## src/rtl/multichannel_same_conv2d_assert.svh

```systemverilog
// ----------------------------------------------------------------------------
// multichannel_same_conv2d assertion macros
// Shared property templates; the user scope provides clk and rst_n.
// ----------------------------------------------------------------------------
`ifndef MULTICHANNEL_SAME_CONV2D_ASSERT_SVH
`define MULTICHANNEL_SAME_CONV2D_ASSERT_SVH

// Same-cycle implication.
`define MCSC_ASSERT_IMP(lbl, ante, cons, msg) \
  lbl: assert property (@(posedge clk) disable iff (!rst_n) (ante) |-> (cons)) \
    else $error(msg);

// Next-cycle implication.
`define MCSC_ASSERT_NXT(lbl, ante, cons, msg) \
  lbl: assert property (@(posedge clk) disable iff (!rst_n) (ante) |=> (cons)) \
    else $error(msg);

`endif

```

## src/rtl/mcsc_ram.sv

```systemverilog
// ----------------------------------------------------------------------------
// mcsc_ram
// Generic single-write, single-read RAM with registered read data.
// ----------------------------------------------------------------------------
`timescale 1ns / 1ps

module mcsc_ram #(
  parameter int WIDTH = 16,
  parameter int DEPTH = 64
) (
  input  logic                     clk,
  input  logic                     we,
  input  logic [$clog2(DEPTH)-1:0] waddr,
  input  logic [WIDTH-1:0]         wdata,
  input  logic [$clog2(DEPTH)-1:0] raddr,
  output logic [WIDTH-1:0]         rdata
);

  logic [WIDTH-1:0] mem [DEPTH];

  always_ff @(posedge clk) begin
    if (we) begin
      mem[waddr] <= wdata;
    end
    rdata <= mem[raddr];
  end

endmodule

```

## config.mk

```make
export PLATFORM = sky130hd
export DESIGN_NAME = mcsc_ram
export DESIGN_NICKNAME = d
export VERILOG_FILES = /design/src/rtl/multichannel_same_conv2d_assert.svh /design/src/rtl/mcsc_ram.sv
export SDC_FILE = /design/constraint.sdc
export NUM_CORES = 1
export LEC_CHECK = 0
export BUFFER_PORTS_ARGS = -buffer_cell sky130_fd_sc_hd__buf_2
export CORE_ASPECT_RATIO = 1.75
export CORE_MARGIN = 2
export CORE_UTILIZATION = 35
export CTS_BUF_LIST = sky130_fd_sc_hd__clkbuf_2 sky130_fd_sc_hd__clkbuf_4 sky130_fd_sc_hd__clkbuf_8
export CTS_CLUSTER_DIAMETER = 60
export DETAILED_ROUTE_END_ITERATION = 8
export RECOVER_POWER = 25
export SETUP_SLACK_MARGIN = 0.3
export SYNTH_ARGS = -nofsm -noshare
export SYNTH_HDL_FRONTEND = slang
export SYNTH_SLANG_ARGS = --single-unit
```

## constraint.sdc

```tcl
create_clock -name clk -period 3.11 [get_ports clk]
set_input_delay 0.311 -clock clk [delete_from_list [all_inputs] [get_ports clk]]
set_output_delay 0.311 -clock clk [all_outputs]
set_load 0.005 [all_outputs]
```

[Word level (Yosys, flattened, before mapping)]
Memory sizes are Yosys's and may differ from the RTL's. A register that Yosys moved wholly into a read port is not among the register bits.
Index checks and enable logic that the tools add are counted.
W data, S select, Z words.
Cells by class
  mux-type cells: 2
Operator list (count)
  $mux W1: 2
Word-level totals
  memory bits (writable): 1024
  register bits after elaboration: 0
  memories: 1
  output and inout bits: 16
  input port bits: 30
  word-level logic and storage cells: 3
Memories
  mem: words 64, width 16, rd ports 1, clocked after memory_dff 1, wr ports 1, line mcsc_ram.sv:19  | logic [WIDTH-1:0] mem [DEPTH];

[Longest topological paths before layout]
Gate-level depths: netlist of run 1.
  depth after elaboration: 2
  mapped depth: 10
  mapped depth without buffers: 5

[Worst setup path after synthesis of run 1]
Ideal clock, no wire load.
  path type: input to register
  start: in waddr[3]
  end: mem mem[48][0] (enable)
  setup slack: 764 ps
  path buffers: 1
  stages on the path: 4
  arrival: 1937 ps
  cell sequence: clkbuf_1 > nor2b_1 > nand4b_1 > nor3_1
RTL lines
  start, declared: line mcsc_ram.sv:13  | input logic [$clog2(DEPTH)-1:0] waddr,
  end, declared: line mcsc_ram.sv:19
Straight into the memory's write port.

[Final worst setup path of run 1]
  start: in wdata[7]
  end: mem mem[29][7], data pin
RTL lines
  start, declared: line mcsc_ram.sv:14  | input logic [WIDTH-1:0] wdata,
Straight into the memory's write port.

==> summary.txt, run 1 <==
Run status
  – Outcome: complete, but fails checks
  – Violations in the final reports: max-capacitance violations, max-slew violations

Cells and area
  – Number of nets in the finished design: 2116
  – Layout cell share with drive strength beyond 1: 30.1%
  – Final-layout fill cell count: 10001
  – Post-route core utilization: 39.9%
  – Syn-to-layout area delta: 13.4%

Route
  – Uppermost layer routed: met5
  – Wire length reported by the detailed router: 102 mm
  – Number of remaining DRC errors: 0
  – Pre-Repair DR Iteration Count: 5
  – Wire length on met2: 54.9 mm
  – First-iteration detailed-routing DRC count: 1518
  – Average detailed-routed wire length per instance: 27.7 um
  – Via count: 19396
  – Amount of wire on met3 after detailed routing: 5.07 mm
  – Via-to-Cell Ratio: 5.27
  – Post-route met1 wirelength: 35.7 mm
  – ANT nets after route: 0

Synthesis
  – Number of flops mapped to enable cells by yosys: 1024
  – Ys async rst share: 0%
  – Primary flip-flop cell chosen by synthesis mapping: edfxtp_1
  – Synthesized instance count: 1829
  – Cell variety after synth: 43
  – Post-synthesis cell area: 40000 sq um
  – Register bit total from synthesis: 1040
  – Number of nets in the synthesized netlist: 1859
  – Sequential area share after synthesis: 77.6%
  – Synth warnings: 0
  – Synthesized area per cell: 21.9 sq um

Clock network
  – Clk slew on worst S/H paths: 70 ps
  – Worst-skew pair later-pin latency: 790 ps
  – H-tree levels: 4
  – CTS tree: built
  – Root buffer cell: clkbuf_8
  – Longest Clk Path Bufs: 3
  – # clock sinks: 1040
  – Total CTS buffers: 137

STA
  – Period Utilization, post-route: 80.0%
  – Least-Margin Pin Slew: 3080 ps
  – Skew final: 33.6 ps
  – Final hold slack: 122 ps
  – Number of hold violations in the final report: 0
  – Final setup violation count: 0
  – Setup slack after layout: 622 ps
  – Final max-slew violation count: 485
  – Crit path time final: 2490 ps
  – Highest attainable clock frequency: 402 MHz
  – Unrepaired setup endpoints after global routing: no
  – Setup TNS: 0 ps
  – Slew HR: -105%

Floorplan
  – Number of top-level pins: 46
  – Row Count: 164
  – Starting Density: 35.2%
  – Die H: 451 um
  – Area of the core: 114000 sq um
  – Area enclosed by the die boundary: 117000 sq um
  – Die width: 260 um

Setup path
  – Crit end category: register
  – Cell family with most CP delay: buffers and inverters
  – Largest stage delay, worst path: 2150 ps
  – Crit path cell chain: buf_2 > clkbuf_1
  – Critical setup path kind: in2reg
  – Maximum fanout encountered on the critical timing path: 64
  – Critical path required time: 3220 ps
  – Startpoint kind of the worst setup timing path: primary input
  – Crit path buffers/inverters: 2
  – Critical Path AT: 2600 ps
  – Library cell contributing the largest single delay on the critical path: clkbuf_1

Placed design
  – Pre-CTS setup slack: 357 ps
  – Final HPWL DP: 66.5 mm
  – Final Wtd Congestion: 0.895
  – Port Buffers: 45

Power
  – Leakage component of the power: 0.0143 uW
  – Worst IR Drop VDD: 0.000430 V
  – Pwr per Cell Area: 589 nW/um^2

Global routing
  – Number of global-route vias before repair: 20583
  – Global-route wire length before repair: 146 mm
  – GR Util All Layers: 17.5%
  – Total gr overflow: 0
  – Initial antenna violation count: 9
  – Largest net degree at the start of global routing: 65

Job
  – MaxCap Viol Count: 11

Min path
  – Class of the tightest hold or removal check: in2reg
## layer usage
layer	vias up	track usage (%)
met5	-	0
li1	8181	-
met3	226	3.00
met4	10	10.4
met2	641	31.8
met1	10338	19.0
## cell usage after synthesis (4+ instances only)
library cell	n	area [sq um]
nand2_1	59	221
nor2_1	72	270
buf_6	17	191
a21oi_1	17	85.1
buf_4	13	97.6
a22oi_1	39	293
mux2_2	27	304
a221oi_1	16	140
nand4_1	12	75.1
mux2i_1	85	851
a22o_1	6	52.6
mux4_2	220	4950
nand3_1	24	120
o21ai_0	5	25.0
buf_2	36	180
a211o_1	8	70.1
clkbuf_1	24	90.1
buf_12	5	100
mux4_1	4	105
and4_1	5	43.8
a311oi_1	8	70.1
a221o_1	6	60.1
a211oi_1	8	60.1
dfxtp_1	16	320
a31oi_1	8	50.1
edfxtp_1	1024	30700
a41oi_1	5	43.8
nor2b_1	30	188
## sequential cells by signal, summed over array words and instances (netlist names)
register,count
mem,1024
rdata,16
## cell usage in the layout (no fill, tap or decap), types with 6 or more instances in the layout
| cell type | instances |
|---|---|
| edfxtp_1 | 1024 |
| mux4_2 | 220 |
| buf_4 | 159 |
| clkbuf_8 | 142 |
| mux2i_1 | 85 |
| nor2_1 | 71 |
| nand2_1 | 59 |
| clkinv_1 | 40 |
| a22oi_1 | 39 |
| nor2b_1 | 30 |
| clkbuf_4 | 30 |
| buf_2 | 29 |
| mux2_2 | 27 |
| nand3_1 | 24 |
| clkinv_2 | 20 |
| a21oi_1 | 17 |
| a221oi_1 | 16 |
| clkbuf_1 | 16 |
| dfxtp_1 | 16 |
| nand4_1 | 12 |
| buf_12 | 12 |
| a211o_1 | 8 |
| a31oi_1 | 8 |
| a211oi_1 | 8 |
| a311oi_1 | 8 |
| a22o_1 | 6 |
| a221o_1 | 6 |
## cell type report
class | instances | area, sq um | share of cell area [%]
clock buffer | 171 | 2170 | 4.77
sequential | 1040 | 31100 | 68.4
tap | 1494 | 1870 | 4.12
multi-input combinational | 685 | 8250 | 18.2
clock inverter | 65 | 333 | 0.733
antenna | 4 | 10.0 | 0.0220
timing repair buffer | 222 | 1710 | 3.76
## power by group
part | internal [uW] | switching, uW | leakage [uW] | total [uW]
clock | 4730 | 4920 | 0.00132 | 9650
sequential | 15500 | 55.2 | 0.00935 | 15600
combinational | 574 | 949 | 0.00368 | 1520
total | 20800 | 5930 | 0.0143 | 26700
## kinds of logic (layout without fill, tap and decap cells)
logic type	Yosys count	count (layout)	synth area share [%]
compound gates	129	129	2.41
buf+inv	104	458	1.83
flops	1040	1040	77.6
mux	336	336	15.5
other cells	0	4	0
simple gates	220	220	2.65
## timing repair
action                    in CTS  in global routing
hold buffers                   3                  0
gates resized for setup        0                  0
hold endpoints to repair      33                  0
buffers inserted               0                  0
## stage by stage
step	instance area, sq um	std cells	total power [uW]
2_1_floorplan	40000	1829	16600
3_3_place_gp	42900	3438	17400
3_5_place_dp	42900	3438	17400
4_1_cts	45400	3677	27000
5_1_grt	45400	3678	27600
6_report	45400	3681	26700
## worst paths after layout
kind / start / end / slack (ps) / cells after the start
worst max-delay path: wdata[7] / mem[29][7]$_DFFE_PP_ / 620 / 2
worst max register to register: mem[20][3]$_DFFE_PP_ / rdata[3]$_DFF_P_ / 980 / 6
worst min register to register: mem[56][5]$_DFFE_PP_ / rdata[5]$_DFF_P_ / 870 / 5
worst min-delay path: waddr[1] / mem[49][7]$_DFFE_PP_ / 120 / 2
No activity file was read; power rests on OpenSTA's default activity.
==> inputs of run 2 (changes only) <==
clock period = 2.5 ns   (was 3.11 ns; I/O delays follow)
==> run 2 against run 1 <==
  * The run still ends with max-capacitance violations, max-slew violations left
  * Die area unchanged
  * Sequential cell count unchanged
  * Clock power increased by 31%
  * Register-to-register slack got worse by 570 ps
  * Combinational power increased by 28%
  * Highest routed layer unchanged
  * Hold slack got worse by 33 ps
  * Non-clock buffer count increased by 29
  * Routed wire length decreased by 1.3%
  * Critical path depth increased by 3
==> summary.txt, run 2 (same netlist as run 1, synthesis figures left out) <==
Run status
  – Outcome: complete, but fails checks
  – Violations in the final reports: max-capacitance violations, max-slew violations

Global routing
  – Total gr overflow: 0 (unchanged)
  – Most utilized layer in the global route result: met2
  – Met3 routing resource usage after global routing: 2.62% (-0.38 points)
  – Number of global-route vias before repair: 20718 (+0.66%)
  – GR Util All Layers: 17.3% (-0.19 points)
  – Initial antenna violation count: 5 (-4)
  – Global routing met1 resource utilization: 18.8% (-0.12 points)
  – GR Util met2: 31.8% (-0.042 points)
  – Largest net degree at the start of global routing: 65 (unchanged)
  – Global-route wire length before repair: 146 mm (-0.35%)

Cells and area
  – Max reg flops: 1024 (unchanged)
  – Finished Layout Cells: 3721 (+1.1%)
  – Syn-to-layout area delta: 15.1%
  – Layout cell share with drive strength beyond 1: 31.9% (+1.9 points)
  – Number of nets in the finished design: 2146 (+1.4%)
  – Final-layout fill cell count: 9995 (-0.060%)
  – Most common cell after layout, fill and taps aside: edfxtp_1
  – Top flop regs: mem x1024, rdata x16
  – Top library cells by usage in the layout, fill and taps aside: edfxtp_1, mux4_2, buf_4
  – Largest register by flop count: mem

Setup path
  – Critical setup path kind: reg2reg
  – Maximum fanout encountered on the critical timing path: 1 (-98%)
  – Startpoint kind of the worst setup timing path: register
  – Crit end category: register
  – Critical Path AT: 2710 ps (+110 ps)
  – Slack of the worst reg-to-reg path: 410 ps (-570 ps)
  – Critical path required time: 3120 ps (-100 ps)

STA
  – Least-Margin Pin Slew: 2580 ps (-496 ps)
  – Final setup violation count: 0 (unchanged)
  – Period Utilization, post-route: 83.5%
  – Crit path time final: 2090 ps
  – Number of hold violations in the final report: 0 (unchanged)
  – Final max-slew violation count: 527 (+8.7%)
  – Slew HR: -72.1% (+33 points)
  – Highest attainable clock frequency: 479 MHz
  – Unrepaired setup endpoints after global routing: no
  – Skew final: 40.0 ps (+6.44 ps)
  – Final hold slack: 89.3 ps (-32.9 ps)

Clock network
  – H-tree levels: 4 (unchanged)
  – Total CTS buffers: 138 (+0.73%)
  – # clock sinks: 1040 (unchanged)
  – Clk slew on worst S/H paths: 70 ps (about the same)
  – CTS tree: built
  – Root buffer cell: clkbuf_8
  – Longest Clk Path Bufs: 3 (unchanged)
  – Worst-skew pair later-pin latency: 800 ps (about the same)

Route
  – Via count: 19397 (+0.0052%)
  – First-iteration detailed-routing DRC count: 1616 (+6.5%)
  – Via-to-Cell Ratio: 5.21 (-1.1%)
  – Average detailed-routed wire length per instance: 27.0 um (-2.4%)
  – Number of remaining DRC errors: 0 (unchanged)
  – ANT nets after route: 0 (unchanged)
  – Wire length reported by the detailed router: 101 mm (-1.3%)
  – Pre-Repair DR Iteration Count: 5 (unchanged)

Floorplan
  – Area of the core: 114000 sq um (unchanged)
  – Starting Density: 35.2% (unchanged)
  – Area enclosed by the die boundary: 117000 sq um (unchanged)
  – Die width: 260 um (unchanged)
  – Die H: 451 um (unchanged)
  – Row Count: 164 (unchanged)
  – Number of top-level pins: 46 (unchanged)

Power
  – Overall power after layout: 33900 uW (+27%)
  – Leakage component of the power: 0.0147 uW (+2.3%)
  – Worst IR Drop VDD: 0.000467 V (+8.8%)
  – Pwr per Cell Area: 736 nW/um^2 (+25%)

Placed design
  – Post-Place Cells: 3460 (+0.64%)
  – Final HPWL DP: 65.7 mm (-1.2%)
  – Port Buffers: 45 (unchanged)
  – Final Wtd Congestion: 0.835 (-6.7%)

Min path
  – Class of the tightest hold or removal check: in2reg

Job
  – MaxCap Viol Count: 11 (unchanged)
run 2: changes by cell type in the layout (fill, tap and decap cells not counted), sizes merged:
cell	delta
buf	+19
clkinvlp	+3
clkbuf	+30
clkinv	-20
inv	+4
dlygate4sd3	+7
diode	-3
run 2: final timing paths:
check,start,to,depth (start not counted)
worst min register to register,mem[8][7]$_DFFE_PP_,rdata[7]$_DFF_P_,5
worst min-delay path,raddr[4],rdata[8]$_DFF_P_,4
worst max-delay path,mem[11][4]$_DFFE_PP_,rdata[4]$_DFF_P_,5
worst max register to register,mem[11][4]$_DFFE_PP_,rdata[4]$_DFF_P_,5
run 2: area by class of cell:
class	count	area (sq um)	share of cell area [%]
Multi-Input combinational cell	685	8280	18.0
Antenna cell	1	2.50	0.00543
Timing Repair Buffer	251	2140	4.65
Clock buffer	198	2410	5.22
Tap cell	1494	1870	4.06
Sequential cell	1040	31100	67.4
Clock inverter	52	307	0.665
run 2: power breakdown:
part           leakage (uW)  internal (uW)  switching (uW)
registers           0.00935          19300            70.8
clock network       0.00143           6430            6150
logic               0.00390            756            1180
run 2: metal layers:
layer	up-vias	wire (um)
met2	615	54500
met4	6	5880
met5	-	40
met1	10330	35400
met3	192	4880
li1	8254	-
run 2: timing repair:
item	4_1_cts	5_1_grt
hold endpoints to repair	245	0
setup endpoints to repair	2	0
hold buffers	10	0
resized for setup	4	0
setup buffers	0	0
run 2: critical path: stages (launching register included):
cell and delay [ps]:
edfxtp_1 360, mux4_2 480, nor2b_1 180, a211o_1 300, a31oi_1 450, a311oi_1 160
run 2: stage by stage:
step	TNS, ps	instance area, sq um	utilization, %	setup slack, ps
2_1_floorplan	0	40100	-	292
3_3_place_gp	-1770	43300	38.1	-751
3_5_place_dp	-1920	43300	38.1	-795
4_1_cts	0	46200	40.6	421
5_1_grt	0	46100	40.5	384
6_report	0	46100	40.5	413
